--- src/rtl/core/ede_pkg.sv ---
// Shared types and codes for the edit distance engine.
// Holds the command and result transaction structs, the function codes and the
// sequencer state type. No dependencies.
package ede_pkg;

  localparam logic [1:0] FUNC_FIRST  = 2'd0;
  localparam logic [1:0] FUNC_SECOND = 2'd1;
  localparam logic [1:0] FUNC_FINISH = 2'd2;

  typedef struct packed {
    logic [1:0] func;
    logic [7:0] symbol;
  } cmd_t;

  typedef struct packed {
    logic [6:0] distance;
    logic       overflow;
  } result_t;

  typedef enum logic [1:0] {
    ST_IDLE,
    ST_PASS,
    ST_FIN
  } state_t;

endpackage

--- src/rtl/core/ede_cell.sv ---
// Shared cost update unit: minimum of the three edit paths for one column entry.
// Used once per cycle by the column pass in edit_distance_engine. No package use.
module ede_cell #(
  parameter int CW = 7
) (
  input  logic [CW-1:0] up,
  input  logic [CW-1:0] left,
  input  logic [CW-1:0] diag,
  input  logic          match,
  output logic [CW-1:0] cost
);

  logic [CW:0] del_cost;
  logic [CW:0] ins_cost;
  logic [CW:0] sub_cost;
  logic [CW:0] min_a;
  logic [CW:0] min_b;

  assign del_cost = {1'b0, up} + 1'b1;
  assign ins_cost = {1'b0, left} + 1'b1;
  assign sub_cost = {1'b0, diag} + {{CW{1'b0}}, ~match};

  assign min_a = (del_cost < ins_cost) ? del_cost : ins_cost;
  assign min_b = (min_a < sub_cost) ? min_a : sub_cost;

  // Column entries never exceed the longest string length, so the top bit drops.
  assign cost = min_b[CW-1:0];

endmodule

--- src/rtl/core/edit_distance_engine.sv ---
// Edit distance engine: single-column dynamic programme over two symbol strings.
// Depends on ede_pkg and ede_cell.
//
// Usage: drive cmd with a transaction and raise start; the command is taken at
// a rising edge where start is high and busy is low.
//   func FIRST  : store a first-string symbol; busy stays low.
//   func SECOND : advance the cost column by one second-string symbol; the
//                 single shared cost unit updates one column entry per cycle
//                 off a registered memory read, for each of the L entries of
//                 the first string. busy is high during the pass.
//   func FINISH : done pulses with result in the next cycle when the first string
//                 is empty, otherwise after a column memory read in ST_FIN;
//                 the block then clears for the next pair.
// Symbols past MAX_LEN in either string are dropped and set result.overflow.
// result is valid only in the cycle done is high; the receiver cannot stall,
// so each result is presented exactly once.
// Reset (rst, synchronous) clears lengths, the overflow flag and the sequencer;
// the symbol and column memories need no clearing.
module edit_distance_engine #(
  parameter int MAX_LEN = 64
) (
  input  logic           clk,
  input  logic           rst,
  input  logic           start,
  input  ede_pkg::cmd_t  cmd,
  output logic           busy,
  output logic           done,
  output ede_pkg::result_t result
);

  localparam int LW = $clog2(MAX_LEN + 1);
  localparam int SW = (MAX_LEN > 1) ? $clog2(MAX_LEN) : 1;
  localparam int CW = LW;

  ede_pkg::state_t state;
  ede_pkg::state_t state_next;

  logic [LW-1:0] first_length;
  logic [LW-1:0] first_length_next;
  logic [LW-1:0] second_count;
  logic [LW-1:0] second_count_next;
  logic          overflow_flag;
  logic          overflow_flag_next;
  logic [LW-1:0] y_idx;
  logic [LW-1:0] y_idx_next;
  logic [CW-1:0] left;
  logic [CW-1:0] left_next;
  logic [CW-1:0] diag;
  logic [CW-1:0] diag_next;
  logic [7:0]    cur_symbol;
  logic [7:0]    cur_symbol_next;
  logic          done_next;
  ede_pkg::result_t result_next;

  logic [7:0]    sym_mem [MAX_LEN];
  logic [CW-1:0] cost_mem [MAX_LEN+1];
  logic [7:0]    sym_q;
  logic [CW-1:0] cost_q;

  logic [LW-1:0] rd_addr;
  logic [LW-1:0] sym_rd_full;
  logic [SW-1:0] sym_ra;
  logic          sym_we;
  logic [SW-1:0] sym_wa;
  logic          cost_we;
  logic [LW-1:0] cost_wa;
  logic [CW-1:0] cost_wd;

  logic [CW-1:0] cell_cost;
  logic [LW+6:0] count_ext;
  logic [CW+6:0] cost_ext;

  ede_cell #(
    .CW (CW)
  ) u_cell (
    .up    (cost_q),
    .left  (left),
    .diag  (diag),
    .match (sym_q == cur_symbol),
    .cost  (cell_cost)
  );

  assign sym_rd_full = (rd_addr == '0) ? '0 : rd_addr - 1'b1;
  assign sym_ra      = sym_rd_full[SW-1:0];
  assign count_ext   = {7'd0, second_count};
  assign cost_ext    = {7'd0, cost_q};
  assign busy        = (state != ede_pkg::ST_IDLE);

  always_ff @(posedge clk) begin
    if (sym_we) begin
      sym_mem[sym_wa] <= cmd.symbol;
    end
    sym_q <= sym_mem[sym_ra];
  end

  always_ff @(posedge clk) begin
    if (cost_we) begin
      cost_mem[cost_wa] <= cost_wd;
    end
    cost_q <= cost_mem[rd_addr];
  end

  always_ff @(posedge clk) begin
    if (rst) begin
      state         <= ede_pkg::ST_IDLE;
      first_length  <= '0;
      second_count  <= '0;
      overflow_flag <= 1'b0;
      done          <= 1'b0;
    end else begin
      state         <= state_next;
      first_length  <= first_length_next;
      second_count  <= second_count_next;
      overflow_flag <= overflow_flag_next;
      done          <= done_next;
    end
    y_idx      <= y_idx_next;
    left       <= left_next;
    diag       <= diag_next;
    cur_symbol <= cur_symbol_next;
    result     <= result_next;
  end

  always_comb begin
    state_next         = state;
    first_length_next  = first_length;
    second_count_next  = second_count;
    overflow_flag_next = overflow_flag;
    y_idx_next         = y_idx;
    left_next          = left;
    diag_next          = diag;
    cur_symbol_next    = cur_symbol;
    done_next          = 1'b0;
    result_next        = result;
    rd_addr            = '0;
    sym_we             = 1'b0;
    sym_wa             = first_length[SW-1:0];
    cost_we            = 1'b0;
    cost_wa            = '0;
    cost_wd            = '0;

    case (state)
      ede_pkg::ST_IDLE: begin
        if (start) begin
          case (cmd.func)
            ede_pkg::FUNC_FIRST: begin
              // Drop first symbols once the column has been advanced.
              if (second_count == '0) begin
                if (first_length >= LW'(MAX_LEN)) begin
                  overflow_flag_next = 1'b1;
                end else begin
                  sym_we            = 1'b1;
                  cost_we           = 1'b1;
                  cost_wa           = first_length + 1'b1;
                  cost_wd           = first_length + 1'b1;
                  first_length_next = first_length + 1'b1;
                end
              end
            end
            ede_pkg::FUNC_SECOND: begin
              if (second_count >= LW'(MAX_LEN)) begin
                overflow_flag_next = 1'b1;
              end else begin
                cost_we           = 1'b1;
                cost_wa           = '0;
                cost_wd           = second_count + 1'b1;
                left_next         = second_count + 1'b1;
                diag_next         = second_count;
                second_count_next = second_count + 1'b1;
                cur_symbol_next   = cmd.symbol;
                y_idx_next        = LW'(1);
                rd_addr           = LW'(1);
                if (first_length != '0) begin
                  state_next = ede_pkg::ST_PASS;
                end
              end
            end
            ede_pkg::FUNC_FINISH: begin
              result_next.overflow = overflow_flag;
              if (first_length == '0) begin
                done_next            = 1'b1;
                result_next.distance = count_ext[6:0];
              end else begin
                rd_addr    = first_length;
                state_next = ede_pkg::ST_FIN;
              end
              first_length_next  = '0;
              second_count_next  = '0;
              overflow_flag_next = 1'b0;
            end
            default: begin
            end
          endcase
        end
      end
      ede_pkg::ST_PASS: begin
        // Write entry y and fetch entry y+1 in the same cycle.
        cost_we   = 1'b1;
        cost_wa   = y_idx;
        cost_wd   = cell_cost;
        left_next = cell_cost;
        diag_next = cost_q;
        if (y_idx == first_length) begin
          state_next = ede_pkg::ST_IDLE;
        end else begin
          y_idx_next = y_idx + 1'b1;
          rd_addr    = y_idx + 1'b1;
        end
      end
      ede_pkg::ST_FIN: begin
        done_next            = 1'b1;
        result_next.distance = cost_ext[6:0];
        state_next           = ede_pkg::ST_IDLE;
      end
      default: begin
        state_next = ede_pkg::ST_IDLE;
      end
    endcase
  end

endmodule
--- config.mk ---
export PLATFORM = sky130hd
export DESIGN_NAME = edit_distance_engine
export DESIGN_NICKNAME = d
export VERILOG_FILES = /design/src/rtl/core/ede_pkg.sv /design/src/rtl/core/ede_cell.sv /design/src/rtl/core/edit_distance_engine.sv
export SDC_FILE = /design/constraint.sdc
export NUM_CORES = 1
export LEC_CHECK = 0
export ABC_AREA = 1
export ABC_CLOCK_PERIOD_IN_PS = 7300
export BUFFER_PORTS_ARGS = -buffer_cell sky130_fd_sc_hd__buf_2
export CAP_MARGIN = 5
export CORE_UTILIZATION = 65
export CTS_CLUSTER_DIAMETER = 120
export DETAILED_ROUTE_END_ITERATION = 12
export GPL_TIMING_DRIVEN = 0
export PLACE_DENSITY = 0.81
export REMOVE_ABC_BUFFERS = 1
export SYNTH_ARGS = -nofsm -noshare
export SYNTH_HDL_FRONTEND = slang
export SYNTH_SLANG_ARGS = --single-unit
--- constraint.sdc ---
create_clock -name clk -period 7.3 [get_ports clk]
set_input_delay 1.46 -clock clk [delete_from_list [all_inputs] [get_ports clk]]
set_output_delay 1.46 -clock clk [all_outputs]
set_load 0.005 [all_outputs]
==> flow_summary.ini <==
[clock_tree]
cts_tree = yes
h-tree-depth = 3
cts_sinks = 1037
cts_hold_buf = 0
cts_root_buf = clkbuf_16
clock_latency_ps = 680
cts_buffers = 101
clock_path_buffers = 3
cts_setup_buffers = 0
clk_pin_slew_ps = 60

[synth]
ys_seq_area_share_pct = 67.4
synth-edff-count = 1004
synth_mux_area_share_pct = 0
synth_top_family_by_area = simple AND/OR/NAND/NOR gates
yosys.area_share.simple_pct = 21.5
ys.flop_type = edfxtp_1
syn_area_um2 = 45700
postSynth.asyncResetShare_pct = 0
yosys.area_share.xor_xnor_pct = 0.517
ys_ff_latch = 1037
synth.avg_cell_area_um2 = 10.6
synth-adder-area-share_pct = 0.766
ys_types = 43
yosys_warnings = 0
synth_compound_area_share_pct = 3.90
syn_inst = 4305
synthTopCellsByArea = edfxtp_1, nand2_1, nand3_1
netlist.area_leader.share_pct = 65.9
yosys.area.top_type = edfxtp_1

[global_routing]
grt_use_met2_pct = 53.1
grt_pass1_vias = 30900
grt_start_max_net_pins = 174
top_usage_layer = met2
grt_first_pass_wirelength_um = 172000
antenna_found_initial = 0
track_usage_pct = 31.9
overflow = 0
use_met3_pct = 5.65
grt.met1_usage_pct = 40.6

[placement]
place.gp.congestion = 0.914
dp_hpwl_um = 63900
dp_slack_ps = -1050
port-buffer-count = 22
dp.cells = 5056

[timing]
fin_crit_sh_pct = 94.3
fmax_ghz = 0.145
hold_viol = 0
final.setup.tns_ps = 0
skew_ps = 19.1
rsz0062_at_grt = false
worstMarginPinSlew_ps = 1400
setup_ws_ps = 413
period_minus_slack_ps = 6890
slew_viol_final = 0
setup_viol = 0
max_slew_margin_pct = 6.60

[detailed_routing]
ant_nets = 0
wl_um = 114000
vias = 32300
dr.pass1.iters = 8
via_per_inst = 6.15
wire_per_inst_um = 21.7
drc = 0
drt_iter0_drc = 4256

[worst_setup_path]
cp-end-kind = register
critPathMaxFanout = 153
arrival_ps = 7430
cp_data_required_time_ps = 7850
criticalPathCategory = in2reg
start_kind = primary input

[layout]
final_common_cell = nand2_1
area_growth_pct = 9.04
diodes = 0
drive_gt1_share_pct = 6.25
final_core_util_pct = 72.2
final_cells = 5250
nets = 4279
most-common-layout-cells = nand2_1, edfxtp_1, nand3_1, inv_1, nor2_1

[floorplan]
die_height_um = 267
die_area_um2 = 71400
io_pins = 23
start_util_pct = 66.2
num_rows = 96
die_w_um = 267
core_um2 = 69100

[power]
p_per_area_nw_per_um2 = 252
irDropWorstVdd_mv = 0.245
leakage_uw = 0.0190

[run]
cap_violations = 0

[run_status]
status = finished clean

[min_path]
hp-class = reg2reg
## worst max-delay path: stages
cell     delay, ps
buf_2          120
inv_1           60
ha_1           210
inv_1          100
nor2_1         120
inv_2          180
nand2_1         70
nand3_1        160
nand2_8        290
buf_16         310
inv_12         490
ha_1           300
nand3_1        160
nor2_2         480
nand2_8        400
nand2_4        500
buf_16         340
inv_4          380
nand3_1        220
nand3_1        110
nand3_1        140
nand3_1        220
nand3_1        220
nand2_1         80
## flip-flops by register name, summed over array words and instances, names as in the netlist, 8 cells and up
signal      flops
cost_mem      455
result          8
sym_q           8
sym_mem       512
cur_symbol      8
## through the flow
| stage | total power (µW) | cell area (µm²) | hold WS (ps) |
|---|---|---|---|
| floorplan | 7330 | 44600 | 408 |
| global placement | 7670 | 45900 | 415 |
| detailed placement | 7670 | 46500 | 417 |
| CTS | 12500 | 49700 | 432 |
| global route | 12900 | 49900 | 437 |
| finish | 12600 | 49900 | 431 |
## Yosys cell counts, types with 11 or more instances
cell type     n
or2_2        29
dfxtp_1      33
clkbuf_1     49
xnor2_1      11
o21ai_0     153
nand2_1    1024
a21oi_1      63
buf_4        26
o211ai_1     59
nand3_1     735
nand3b_1     61
edfxtp_1   1004
nand4_1      18
ha_1         28
xor2_1       16
buf_2       139
inv_1       409
buf_1        11
nor2_1      344
inv_2        17
## cells by family (layout without fill, tap and decap cells)
| logic type | count (synthesis) | count (layout) |
|---|---|---|
| AO/OA/AOI/OAI | 313 | 313 |
| XOR/XNOR | 27 | 27 |
| adder cells (fa/ha/maj) | 28 | 28 |
| buffers and inverters | 655 | 667 |
| flip-flops | 1037 | 1037 |
| AND/OR/NAND/NOR | 2245 | 2247 |
## cell type report
type                    instances  area [µm²]
flip-flops and latches       1037       30800
fillers                      4484       19200
multi-input cells            2615       12300
clock buffers                 131        2690
inverters                     429        1640
well taps                     931        1160
repair buffers                 54         831
clock inverters                53         404
## worst paths after layout
kind | startpoint | to | slack, ps | cells past startpoint
worst max-delay path | cmd[9] | sym_q[5]$_DFF_P_ | 410 | 24
worst min-delay path | overflow_flag$_SDFFE_PP0P_ | result[0]$_DFFE_PP_ | 430 | 0
worst max register to register | first_length[5]$_SDFFE_PP0P_ | sym_q[5]$_DFF_P_ | 700 | 23
worst min register to register | overflow_flag$_SDFFE_PP0P_ | result[0]$_DFFE_PP_ | 430 | 0
## report_power, final
| group | internal (µW) | switching [µW] |
|---|---|---|
| Clock | 2750 | 2210 |
| Sequential | 6550 | 24.3 |
| Combinational | 285 | 748 |
| Total | 9580 | 2980 |
## layer usage
metal,vias to the layer above,wire [µm]
met2,2088,55600
li1,14600,-
met3,385,11700
met1,15200,41100
met5,-,0
met4,0,5550
## timing repair
action / 4_1_cts / 5_1_grt
endpoints found under the setup margin: 8 / 8
pin swaps: 2 / 0
cloned: 2 / 1
gates resized for setup: 3 / 5
hold endpoints to repair: 0 / 0
Power figures use the tool's default switching activity.
